--- config.mk ---
export PLATFORM = sky130hd
export DESIGN_NAME = base64_encoder_line_wrap_unit_flat
export DESIGN_NICKNAME = d
export VERILOG_FILES = /design/src/b64lw_pkg.sv /design/src/b64lw_ifs.sv /design/src/base64_encoder_line_wrap_unit.sv /design/src/b64lw_front.sv /design/src/b64lw_fifo.sv /design/src/b64lw_back.sv /design/src/flat_wrapper.sv
export SDC_FILE = /design/constraint.sdc
export NUM_CORES = 1
export LEC_CHECK = 0
export ABC_AREA = 1
export BUFFER_PORTS_ARGS = -buffer_cell sky130_fd_sc_hd__buf_2
export CELL_PAD_IN_SITES_DETAIL_PLACEMENT = 1
export CELL_PAD_IN_SITES_GLOBAL_PLACEMENT = 2
export CORE_MARGIN = 2
export CORE_UTILIZATION = 43
export CTS_CLUSTER_DIAMETER = 200
export DETAILED_ROUTE_END_ITERATION = 12
export PLACE_DENSITY_LB_ADDON = 0.2
export SKIP_LAST_GASP = 1
export SYNTH_ARGS = -nofsm -noshare
export SYNTH_HDL_FRONTEND = slang
export SYNTH_HIERARCHICAL = 1
export SYNTH_SLANG_ARGS = --single-unit
--- constraint.sdc ---
create_clock -name clk -period 6.3 [get_ports clk]
set_input_delay 0.315 -clock clk [delete_from_list [all_inputs] [get_ports clk]]
set_output_delay 0.315 -clock clk [all_outputs]
set_load 0.01 [all_outputs]
--- src/b64lw_pkg.sv ---
// Shared types, constants and the base64 alphabet function of the line-wrapping encoder.
`timescale 1ns / 1ps
package b64lw_pkg;

	localparam int unsigned B64LW_QUEUE_DEPTH = 2;

	localparam logic [7:0] LINE_FEED = 8'd10;
	localparam logic [7:0] PAD_CHAR  = 8'd61;
	localparam logic [7:0] PLUS_CHAR = 8'd43;
	localparam logic [7:0] SLASH_CHAR = 8'd47;

	typedef struct packed {
		logic [3:0][7:0] chars;
		logic            lf;
		logic            last;
	} b64lw_grp_t;

	function automatic logic [7:0] sextet_char(input logic [5:0] s);
		logic [7:0] w;
		w = {2'b00, s};
		if (s <= 6'd25) begin
			return w + 8'd65;
		end else if (s <= 6'd51) begin
			return w + 8'd71;
		end else if (s <= 6'd61) begin
			return w - 8'd4;
		end else if (s == 6'd62) begin
			return PLUS_CHAR;
		end else begin
			return SLASH_CHAR;
		end
	endfunction

endpackage

--- src/b64lw_ifs.sv ---
// Handshake channel interfaces for raw bytes, encoded characters and configuration.
`timescale 1ns / 1ps
interface b64lw_byte_if;
	logic       valid;
	logic       ready;
	logic [7:0] data_byte;
	logic       last_byte;
	modport source (output valid, output data_byte, output last_byte, input ready);
	modport sink (input valid, input data_byte, input last_byte, output ready);
endinterface

interface b64lw_char_if;
	logic       valid;
	logic       ready;
	logic [7:0] out_char;
	logic       out_last;
	modport source (output valid, output out_char, output out_last, input ready);
	modport sink (input valid, input out_char, input out_last, output ready);
endinterface

interface b64lw_cfg_if;
	logic       valid;
	logic       ready;
	logic [7:0] line_groups;
	modport source (output valid, output line_groups, input ready);
	modport sink (input valid, input line_groups, output ready);
endinterface

--- src/base64_encoder_line_wrap_unit.sv ---
// Top level of the streaming base64 encoder with optional line feeds.
`timescale 1ns / 1ps
// Usage:
// The raw channel takes one binary byte per transfer, with last_byte set on the
// final byte of a message. The enc channel delivers one ASCII character per
// transfer: base64 characters, '=' padding and line feeds, with out_last set on
// the final character of the message.
// The cfg channel writes line_groups, the number of four-character groups per
// line; zero disables line feeds. It is always ready and should be written
// only while the encoder is idle.
// Path: a completed group goes through the queue and the group register to
// the output register, from which its first character is sent.
// Throughput: the back end sends one character per cycle while a group waits
// and the receiver is ready; a group of three bytes gives four characters, or
// five with a line feed.
// A queue of encoded groups decouples the two ends, so bytes keep being taken
// while the receiver stalls, until the queue fills.
// Reset clears the count of held bytes, the line position, line_groups and the queue.
module base64_encoder_line_wrap_unit #(
	parameter int unsigned QUEUE_DEPTH = b64lw_pkg::B64LW_QUEUE_DEPTH
) (
	input  logic          clk,
	input  logic          arst_n,
	b64lw_cfg_if.sink     cfg,
	b64lw_byte_if.sink    raw,
	b64lw_char_if.source  enc
);
	import b64lw_pkg::*;

	logic       push;
	logic       full;
	logic       pop;
	logic       avail;
	b64lw_grp_t wr_grp;
	b64lw_grp_t rd_grp;

	b64lw_front u_front (
		.clk    (clk),
		.arst_n (arst_n),
		.cfg    (cfg),
		.raw    (raw),
		.push   (push),
		.grp    (wr_grp),
		.full   (full)
	);

	b64lw_fifo #(
		.DEPTH (QUEUE_DEPTH)
	) u_fifo (
		.clk    (clk),
		.arst_n (arst_n),
		.push   (push),
		.wr_grp (wr_grp),
		.full   (full),
		.pop    (pop),
		.rd_grp (rd_grp),
		.avail  (avail)
	);

	b64lw_back u_back (
		.clk    (clk),
		.arst_n (arst_n),
		.avail  (avail),
		.head   (rd_grp),
		.pop    (pop),
		.enc    (enc)
	);

endmodule

--- src/b64lw_front.sv ---
// Front end: accepts bytes, gathers groups of three, encodes them and tracks line length.
`timescale 1ns / 1ps
module b64lw_front (
	input  logic                clk,
	input  logic                arst_n,
	b64lw_cfg_if.sink           cfg,
	b64lw_byte_if.sink          raw,
	output logic                push,
	output b64lw_pkg::b64lw_grp_t grp,
	input  logic                full
);
	import b64lw_pkg::*;

	logic [7:0]  line_groups_q;
	logic [7:0]  pend0_q;
	logic [7:0]  pend1_q;
	logic [1:0]  cnt_q;
	logic [7:0]  gol_q;
	logic        accept;
	logic        emit;
	logic [1:0]  nbytes;
	logic [7:0]  o0;
	logic [7:0]  o1;
	logic [7:0]  o2;
	logic [23:0] word;
	logic [8:0]  gnext;
	logic        lf;

	assign cfg.ready = 1'b1;
	assign raw.ready = !full;
	assign accept = raw.valid && raw.ready;
	assign emit = raw.last_byte || (cnt_q == 2'd2);
	assign push = accept && emit;

	always_comb begin
		nbytes = (cnt_q == 2'd2) ? 2'd3 : cnt_q + 2'd1;
		o0 = (nbytes == 2'd1) ? raw.data_byte : pend0_q;
		o1 = (nbytes == 2'd2) ? raw.data_byte : ((nbytes == 2'd3) ? pend1_q : 8'd0);
		o2 = (nbytes == 2'd3) ? raw.data_byte : 8'd0;
		word = {o0, o1, o2};
		gnext = {1'b0, gol_q} + 9'd1;
		lf = (line_groups_q != 8'd0) &&
			((gnext >= {1'b0, line_groups_q}) || raw.last_byte);
		grp.chars[0] = sextet_char(word[23:18]);
		grp.chars[1] = sextet_char(word[17:12]);
		grp.chars[2] = (nbytes >= 2'd2) ? sextet_char(word[11:6]) : PAD_CHAR;
		grp.chars[3] = (nbytes == 2'd3) ? sextet_char(word[5:0]) : PAD_CHAR;
		grp.lf = lf;
		grp.last = raw.last_byte;
	end

	always_ff @(posedge clk or negedge arst_n) begin
		if (!arst_n) begin
			line_groups_q <= 8'd0;
			cnt_q <= 2'd0;
			gol_q <= 8'd0;
		end else begin
			if (cfg.valid && cfg.ready) begin
				line_groups_q <= cfg.line_groups;
			end
			if (push) begin
				cnt_q <= 2'd0;
				if (raw.last_byte || lf) begin
					gol_q <= 8'd0;
				end else if (line_groups_q != 8'd0) begin
					gol_q <= gnext[7:0];
				end
			end else if (accept) begin
				cnt_q <= cnt_q + 2'd1;
			end
		end
	end

	always_ff @(posedge clk) begin
		if (accept && !emit) begin
			if (cnt_q[0]) begin
				pend1_q <= raw.data_byte;
			end else begin
				pend0_q <= raw.data_byte;
			end
		end
	end

endmodule

--- src/b64lw_fifo.sv ---
// Short queue of encoded groups between the front and back ends.
`timescale 1ns / 1ps
module b64lw_fifo #(
	parameter int unsigned DEPTH = b64lw_pkg::B64LW_QUEUE_DEPTH
) (
	input  logic                  clk,
	input  logic                  arst_n,
	input  logic                  push,
	input  b64lw_pkg::b64lw_grp_t wr_grp,
	output logic                  full,
	input  logic                  pop,
	output b64lw_pkg::b64lw_grp_t rd_grp,
	output logic                  avail
);
	import b64lw_pkg::*;

	localparam int unsigned PTR_W = $clog2(DEPTH);
	localparam int unsigned CNT_W = $clog2(DEPTH + 1);

	b64lw_grp_t       mem_q [DEPTH];
	logic [PTR_W-1:0] wr_ptr_q;
	logic [PTR_W-1:0] rd_ptr_q;
	logic [CNT_W-1:0] cnt_q;
	logic             do_push;
	logic             do_pop;

	assign full = (cnt_q == CNT_W'(DEPTH));
	assign avail = (cnt_q != '0);
	assign rd_grp = mem_q[rd_ptr_q];
	assign do_push = push && !full;
	assign do_pop = pop && avail;

	always_ff @(posedge clk or negedge arst_n) begin
		if (!arst_n) begin
			wr_ptr_q <= '0;
			rd_ptr_q <= '0;
			cnt_q <= '0;
		end else begin
			if (do_push) begin
				wr_ptr_q <= (wr_ptr_q == PTR_W'(DEPTH - 1)) ? '0 : wr_ptr_q + PTR_W'(1);
			end
			if (do_pop) begin
				rd_ptr_q <= (rd_ptr_q == PTR_W'(DEPTH - 1)) ? '0 : rd_ptr_q + PTR_W'(1);
			end
			if (do_push && !do_pop) begin
				cnt_q <= cnt_q + CNT_W'(1);
			end else if (do_pop && !do_push) begin
				cnt_q <= cnt_q - CNT_W'(1);
			end
		end
	end

	always_ff @(posedge clk) begin
		if (do_push) begin
			mem_q[wr_ptr_q] <= wr_grp;
		end
	end

endmodule

--- src/b64lw_back.sv ---
// Back end: serializes each encoded group into characters through an output register.
`timescale 1ns / 1ps
module b64lw_back (
	input  logic                  clk,
	input  logic                  arst_n,
	input  logic                  avail,
	input  b64lw_pkg::b64lw_grp_t head,
	output logic                  pop,
	b64lw_char_if.source          enc
);
	import b64lw_pkg::*;

	b64lw_grp_t cur_q;
	logic       cur_valid_q;
	logic [2:0] idx_q;
	logic       out_valid_q;
	logic [7:0] out_char_q;
	logic       out_last_q;
	logic       ld;
	logic       fin;
	logic [7:0] next_char;

	assign enc.valid = out_valid_q;
	assign enc.out_char = out_char_q;
	assign enc.out_last = out_last_q;

	assign ld = cur_valid_q && (!out_valid_q || enc.ready);
	assign fin = ld && (((idx_q == 3'd3) && !cur_q.lf) || (idx_q == 3'd4));
	assign pop = avail && (!cur_valid_q || fin);
	assign next_char = (idx_q == 3'd4) ? LINE_FEED : cur_q.chars[idx_q[1:0]];

	always_ff @(posedge clk or negedge arst_n) begin
		if (!arst_n) begin
			cur_valid_q <= 1'b0;
			idx_q <= 3'd0;
			out_valid_q <= 1'b0;
		end else begin
			if (pop) begin
				cur_valid_q <= 1'b1;
				idx_q <= 3'd0;
			end else if (fin) begin
				cur_valid_q <= 1'b0;
			end else if (ld) begin
				idx_q <= idx_q + 3'd1;
			end
			if (ld) begin
				out_valid_q <= 1'b1;
			end else if (enc.ready) begin
				out_valid_q <= 1'b0;
			end
		end
	end

	always_ff @(posedge clk) begin
		if (pop) begin
			cur_q <= head;
		end
		if (ld) begin
			out_char_q <= next_char;
			out_last_q <= cur_q.last && fin;
		end
	end

	a_lf_slot: assert property (@(posedge clk) disable iff (!arst_n)
		(ld && (idx_q == 3'd4)) |=> (out_char_q == LINE_FEED))
		else $error("Fifth character of a group is not a line feed.");

	a_lf_only: assert property (@(posedge clk) disable iff (!arst_n)
		(cur_valid_q && (idx_q == 3'd4)) |-> cur_q.lf)
		else $error("Line feed slot reached for a group without a line feed.");

	a_idx_range: assert property (@(posedge clk) disable iff (!arst_n)
		cur_valid_q |-> (idx_q <= 3'd4))
		else $error("Character index ran past the end of a group.");

	a_no_drop: assert property (@(posedge clk) disable iff (!arst_n)
		(out_valid_q && !enc.ready) |=> (out_valid_q && $stable(out_char_q)))
		else $error("Stalled character was overwritten.");

endmodule

--- src/flat_wrapper.sv ---
// flat-port wrapper written by rule: the top's interface ports become plain ports
module base64_encoder_line_wrap_unit_flat import b64lw_pkg::*;
#(
	parameter int unsigned QUEUE_DEPTH = b64lw_pkg::B64LW_QUEUE_DEPTH
)
  (clk, arst_n, cfg_valid, cfg_line_groups, cfg_ready, raw_valid, raw_data_byte, raw_last_byte, raw_ready, enc_valid, enc_out_char, enc_out_last, enc_ready);
  b64lw_cfg_if cfg_i ();
  b64lw_byte_if raw_i ();
  b64lw_char_if enc_i ();
  input  logic clk;
  input  logic arst_n;
  input wire logic [$bits(cfg_i.valid)-1:0] cfg_valid;
  input wire logic [$bits(cfg_i.line_groups)-1:0] cfg_line_groups;
  output wire logic [$bits(cfg_i.ready)-1:0] cfg_ready;
  input wire logic [$bits(raw_i.valid)-1:0] raw_valid;
  input wire logic [$bits(raw_i.data_byte)-1:0] raw_data_byte;
  input wire logic [$bits(raw_i.last_byte)-1:0] raw_last_byte;
  output wire logic [$bits(raw_i.ready)-1:0] raw_ready;
  output wire logic [$bits(enc_i.valid)-1:0] enc_valid;
  output wire logic [$bits(enc_i.out_char)-1:0] enc_out_char;
  output wire logic [$bits(enc_i.out_last)-1:0] enc_out_last;
  input wire logic [$bits(enc_i.ready)-1:0] enc_ready;
  assign cfg_i.valid = cfg_valid;
  assign cfg_i.line_groups = cfg_line_groups;
  assign cfg_ready = cfg_i.ready;
  assign raw_i.valid = raw_valid;
  assign raw_i.data_byte = raw_data_byte;
  assign raw_i.last_byte = raw_last_byte;
  assign raw_ready = raw_i.ready;
  assign enc_valid = enc_i.valid;
  assign enc_out_char = enc_i.out_char;
  assign enc_out_last = enc_i.out_last;
  assign enc_i.ready = enc_ready;
  base64_encoder_line_wrap_unit #(.QUEUE_DEPTH(QUEUE_DEPTH)) u_core (.clk(clk), .arst_n(arst_n), .cfg(cfg_i), .raw(raw_i), .enc(enc_i));
endmodule
# ---- Word-level counts from Yosys, hierarchy flattened
# Memory sizes are Yosys's and may differ from the RTL's. A register that Yosys moved wholly into a read port is not among the register bits.
# Cells that the tools add are included.
dict set report totals {
  reg_bits 52
  mem_bits_rw 68
  out_inout_bits 12
  memories 1
}
dict set report op_classes {
  add_sub_neg 19
  magnitude_cmp 15
  n_eq_ne 12
  n_mux 42
  bitwise 1
  reduce_logical 38
}
# name words width read_ports rd_ports_with_merged_regs wr line_no
set mem_list {}
lappend mem_list {u_core.u_fifo.mem_q 2 34 1 1 1 b64lw_fifo.sv:20} ;# b64lw_grp_t mem_q [DEPTH];
# operator count
set ops {}
lappend ops {{8-bit 2-to-1 mux} 21}
lappend ops {{6-bit by 7-bit adder with 8-bit output, second input constant} 8}
lappend ops {{6-bit <= comparator, second input constant} 8}
lappend ops {{6-bit by 3-bit subtractor with 7-bit output, second input constant} 4}
lappend ops {{6-bit equality test, second input constant} 4}
lappend ops {{6-bit by 5-bit <= comparator with 1-bit output, second input constant} 4}
lappend ops {{3-bit 2-to-1 mux} 7}
lappend ops {{8-bit binary-select mux with 2-bit select} 1}
lappend ops {{2-bit nonzero test} 7}
lappend ops {{1-bit logical AND} 13}
lappend ops {{2-bit 2-to-1 mux} 5}
lappend ops {{8-bit by 1-bit adder with 9-bit output, second input constant} 1}
lappend ops {{9-bit by 8-bit >= comparator with 1-bit output} 1}
lappend ops {{2-bit equality test, second input constant} 4}
lappend ops {{1-bit 2-to-1 mux} 8}
lappend ops {{2-bit AND reduction} 4}
lappend ops {{8-bit nonzero test} 1}
lappend ops {{1-bit logical NOT} 7}
lappend ops {{1-bit logical OR} 6}
lappend ops {{2-bit by 1-bit adder with 2-bit output, second input constant} 2}
lappend ops {{3-bit by 1-bit adder with 3-bit output, second input constant} 1}
lappend ops {{3-bit by 2-bit equality test with 1-bit output, second input constant} 1}
lappend ops {{3-bit equality test, second input constant} 1}
lappend ops {{2-bit by 3-bit < comparator with 1-bit output, second input constant} 1}
lappend ops {{6 further kinds} 7}

# ---- Logic depth before layout (Yosys ltp)
dict set report depth {
  ltp_word 11
  ltp_mapped 17
  depth_no_buf 17
}

# ---- Cells and area by module
# Netlist, hierarchy kept.
# mod instances cells_each area_each_um2 seq_area_each_um2
set by_module_without_submodules {}
lappend by_module_without_submodules {b64lw_front 1 530 3658.5 930.9}
lappend by_module_without_submodules {b64lw_fifo 1 209 2775.2 2142.1}
lappend by_module_without_submodules {b64lw_back 1 149 1903.1 1416.4}

# ---- Worst setup path after synthesis
# OpenSTA, ideal clock, no wires.
dict set report synth_timing {
  path_kind {reg-to-reg}
  startpoint {register u_core.u_back.idx_q[0]}
  endpoint {register u_core.u_fifo.cnt_q[1]}
  setup_ns 0.117
  arrival_time_ns 3.667
  slack_ns 2.516
  stages_incl_launch_ff 15
  n_path_buf 2
  synth_period_minus_slack_ns 3.784
  path_cell_list {dfrtp_1 -> buf_4 -> inv_2 -> buf_6 -> ha_1 -> nand2_1 -> nand2_1 -> nand2_2 -> a21oi_1 -> nand2_2 -> ha_1 -> inv_1 -> nand3_1 -> nand2_1 -> nand2_1}
}
dict set report synth_between {
  elab_chain_cells 10
}
# element line_no
set synth_lines {}
lappend synth_lines {{from (decl)} b64lw_back.sv:15} ;# logic [2:0] idx_q;
lappend synth_lines {{from (signal assigned)} b64lw_back.sv:44} ;# idx_q <= idx_q + 3'd1;
lappend synth_lines {{3-bit by 2-bit equality test with 1-bit output} b64lw_back.sv:28} ;# assign fin = ld && (((idx_q == 3'd3) && !cur_q.lf) || (idx_q == 3'd4));
lappend synth_lines {{1-bit logical AND} b64lw_back.sv:28}
lappend synth_lines {{1-bit logical OR *} b64lw_back.sv:28}
lappend synth_lines {{1-bit logical AND *} b64lw_back.sv:28}
lappend synth_lines {{1-bit logical OR *} b64lw_back.sv:29} ;# assign pop = avail && (!cur_valid_q || fin);
lappend synth_lines {{1-bit logical AND *} b64lw_back.sv:29}
lappend synth_lines {{named net u_core.pop} base64_encoder_line_wrap_unit.sv:32} ;# logic pop;
lappend synth_lines {{1-bit logical AND *} b64lw_fifo.sv:31} ;# assign do_pop = pop && avail;
lappend synth_lines {{1-bit logical NOT} b64lw_fifo.sv:45} ;# if (do_push && !do_pop) begin
lappend synth_lines {{1-bit logical AND} b64lw_fifo.sv:45}
lappend synth_lines {{2-bit 2-to-1 mux / 2-bit nonzero test (equally long branches)} -}
lappend synth_lines {{to (signal assigned)} b64lw_fifo.sv:46} ;# cnt_q <= cnt_q + CNT_W'(1);
lappend synth_lines {{to (signal assigned)} b64lw_fifo.sv:48} ;# cnt_q <= cnt_q - CNT_W'(1);
lappend synth_lines {{to (decl)} b64lw_fifo.sv:23} ;# logic [CNT_W-1:0] cnt_q;
# The timed path passes the listed nets; every way through them passes the cells marked *.
# A chain may end at the register's enable or synchronous reset.

==> results.yml <==
clock_tree:
  clockBufferDepth: 2
  cts_setup_buffers: 0
  cts_made_buffers: 17
  clk_pin_slew_worst_paths_ns: 0.07
  clkSinkCount: 154
  cts_tree: "yes"
  cts_root_buf: "clkbuf_16"
  htreeDepth: 4
  worstSkewPairLatency_ns: 0.43
grt:
  track_usage: 0.201
  overflow: 0
  antenna_found_initial: 0
  grt_pass1_vias: 6247
  grt_max_degree: 38
  grt_pass1_wl_um: 31900
yosys:
  synth_largest_area_cell: "edfxtp_1"
  yosysMostFrequentCell: "nand2_1"
  avgSynthCellArea_um2: 9.39
  synth-edff-count: 127
  yosysWarningCount: 6
  synth_cell_types: 45
  yosysTopAreaCellShare: 0.457
  ys.flop_type: "edfxtp_1"
  synthTopCellsByCount: "nand2_1, edfxtp_1, inv_1"
  syn-num-nets: 959
  netlist_top_cells_area: "edfxtp_1, nand2_1, dfrtp_1"
  yosysSeqAreaShare: 0.538
  syn_area_um2: 8340
  async_flop_share: 0.175
  ys_ff_latch: 154
  synthCells: 888
die:
  die_area_um2: 20500
  core_um2: 18900
  num_rows: 50
  dieWidth_um: 143
  ioPinCount: 34
  die_h_um: 143
  initial_core_util: 0.441
drt:
  wirelength_um: 19400
  drtIter0Drc: 315
  vias: 5925
  vias_per_cell: 4.95
  drt_pre_antenna_iters: 4
  drc: 0
  ant_nets: 0
  wl_per_cell_um: 16.2
timing:
  final_max_slew_viol_count: 0
  relSlewSlack: 0.449
  tns_ns: 0
  fmax_mhz: 305
  tightest_slew_ns: 0.827
  finalSetupViolations: 0
  finalHoldViolations: 0
  fin_crit_sh: 0.520
  period_needed_ns: 3.28
  rsz0062_at_grt: "false"
  skew_ns: 0.00932
power:
  p_total_mw: 4.56
  power.switching_mw: 1.90
  p_int_mw: 2.65
  power_density_nw_per_um2: 489
  comb_power_share: 0.418
  p_seq_frac: 0.356
  clkPwrFrac: 0.226
  p_leak_nw: 4.09
  peakVddDrop_mv: 0.227
  p_sw_frac: 0.418
finish:
  final_util: 0.493
  num-fill-cells: 2175
  fin_nets: 995
  n_antenna_cell: 0
  design_area_um2: 9320
  layout-drive-gt1-share: 0.129
  area_growth_pct: 11.8
placement:
  place_congestion: 0.857
  io_buffers: 32
  hpwl_um: 14400
  postPlaceCellArea_um2: 8700
critical_path:
  crit_path_cell_trace: "inv_1 -> ha_1 -> inv_2 -> nor2_4 -> nand2_1 -> nand2_1 -> inv_1 -> ha_1 -> o21ai_0 -> a31oi_4 -> nor2_1 -> nand2_1 -> o21ai_1 -> inv_1"
  startpoint: "u_core/u_front/cnt_q[0]"
  r2r_end: "u_core/u_fifo/mem_q[0][11]"
  reg2reg_from: "u_core/u_front/cnt_q[0]"
  ff2ff_setup_slack_ns: 3.02
  crit_fanout: 14
  crit_buf_inv: 4
  crit_path_end: "u_core/u_fifo/mem_q[0][11]"
  path_depth: 14
  reg2reg_depth: 14
  required_ns: 6.49
  crit_type: "reg -> reg"
  critPathArrivalTime_ns: 3.47
  slowest_delay_ns: 0.50
  start_kind: "flop"
  end_kind: "flop"
  crit_slowest_cell: "ha_1"
  cpLargestDelayFamily: "adder cells"
run_status:
  run_status: "finished clean"
min_path:
  min_path_type: "in -> reg"
flow_run:
  max-cap-violations: 0
## cells by family (layout without fill, tap and decap cells)
logic type | Yosys count | after routing | synth area share
AOI/OAI and AO/OA | 102 | 102 | 0.0741
xor gates and xnor gates | 21 | 21 | 0.0230
adders and majority gates | 49 | 49 | 0.0735
buffers and inverters | 129 | 178 | 0.0701
DFF | 154 | 154 | 0.538
other | 1 | 1 | 0.000450
and+or+nand+nor | 432 | 432 | 0.220
## flip-flops by register name (all words and copies together), names as in the netlist, 2 cells and up
name / cells
u_core/u_fifo/mem_q: 68
u_core/u_back/cur_q: 34
u_core/u_back/enc.out_char: 8
u_core/u_front/gol_q: 8
u_core/u_front/line_groups_q: 8
u_core/u_front/pend0_q: 8
u_core/u_front/pend1_q: 8
u_core/u_back/idx_q: 3
u_core/u_fifo/cnt_q: 2
u_core/u_front/cnt_q: 2
## how the worst min path moves through the flow
stage	slack, ns	start	endpoint	cells after the start
floorplan	0.02	arst_n	u_core/u_back/cur_valid_q	0
global placement	0.40	arst_n	u_core/u_front/line_groups_q[2]	1
detailed placement	0.41	arst_n	u_core/u_front/line_groups_q[2]	1
CTS	0.08	cfg_line_groups[2]	u_core/u_front/line_groups_q[2]	3
global route	0.11	cfg_line_groups[2]	u_core/u_front/line_groups_q[2]	3
finish	0.1	cfg_line_groups[2]	u_core/u_front/line_groups_q[2]	3
## power groups by stage
stage          Combinational [mW]  Sequential (mW)  Clock (mW)
4_1_cts                      1.93             1.63        1.05
5_1_grt                      2.18             1.65        1.09
6_report                     1.90             1.62        1.03
2_1_floorplan                1.43             1.61           0
3_5_place_dp                 1.91             1.65           0
3_3_place_gp                 1.84             1.64           0
## worst reg2reg max path, cell delays in order, from the launching register on
cell and delay (ns):
dfrtp_1 0.40, inv_1 0.16, ha_1 0.50, inv_2 0.12, nor2_4 0.21, nand2_1 0.08, nand2_1 0.18, inv_1 0.13
ha_1 0.25, o21ai_0 0.47, a31oi_4 0.20, nor2_1 0.17, nand2_1 0.06, o21ai_1 0.07, inv_1 0.06
## layout make-up
| class | instances | area (µm²) | area share |
|---|---|---|---|
| timing repair buffer | 37 | 200 | 0.0215 |
| inverter | 109 | 418 | 0.0449 |
| sequential | 154 | 4490 | 0.482 |
| clock buffer | 17 | 425 | 0.0457 |
| tap | 260 | 325 | 0.0349 |
| multi-input combinational | 605 | 3280 | 0.352 |
| clock inverter | 15 | 181 | 0.0195 |
## metal layers
metal  track usage  up-vias  part of all wire
li1              -     2980                 -
met1         0.259     2862              0.48
met2         0.349       70              0.48
met3        0.0402       13             0.029
met4        0.0490        0            0.0079
met5             0        -                 0
## what timing repair did
item / in CTS / in global routing
hold buffers: 1 / 0
resized for setup: 0 / 0
endpoints found under the hold margin: 27 / 0
## cell usage in the layout (no fill, tap or decap), types with 2 or more instances in the layout
| cell | instances |
|---|---|
| xor2_1 | 13 |
| o21ai_1 | 10 |
| nor2_2 | 5 |
| nand3_1 | 38 |
| o21ai_0 | 43 |
| a21oi_1 | 21 |
| ha_1 | 49 |
| nand4_1 | 13 |
| nand2_2 | 20 |
| inv_6 | 5 |
| clkbuf_16 | 17 |
| nor3b_1 | 2 |
| edfxtp_1 | 127 |
| o211ai_1 | 7 |
| nor2_1 | 74 |
| nor3_1 | 5 |
| a211oi_1 | 2 |
| o21ai_2 | 6 |
| buf_4 | 4 |
| inv_2 | 6 |
| xnor2_1 | 7 |
| nor2_4 | 2 |
| inv_8 | 4 |
| clkinv_4 | 2 |
| nand2_1 | 266 |
| nand2_4 | 2 |
| or2_2 | 2 |
| dfrtp_1 | 27 |
| o21bai_1 | 3 |
| inv_1 | 101 |
| a21oi_4 | 2 |
| buf_2 | 32 |
| a31oi_1 | 2 |
| clkinv_8 | 3 |
## per-stage QoR
stage | setup WS [ns] | hold WS, ns | instances
finish | 3.02 | 0.0954 | 1197
global placement | 3.18 | 0.396 | 1164
CTS | 3.03 | 0.0752 | 1197
detailed placement | 3.07 | 0.408 | 1164
global route | 2.73 | 0.109 | 1197
floorplan | 2.52 | 0.0194 | 888
Note: power is estimated with default switching activity, not from simulation.
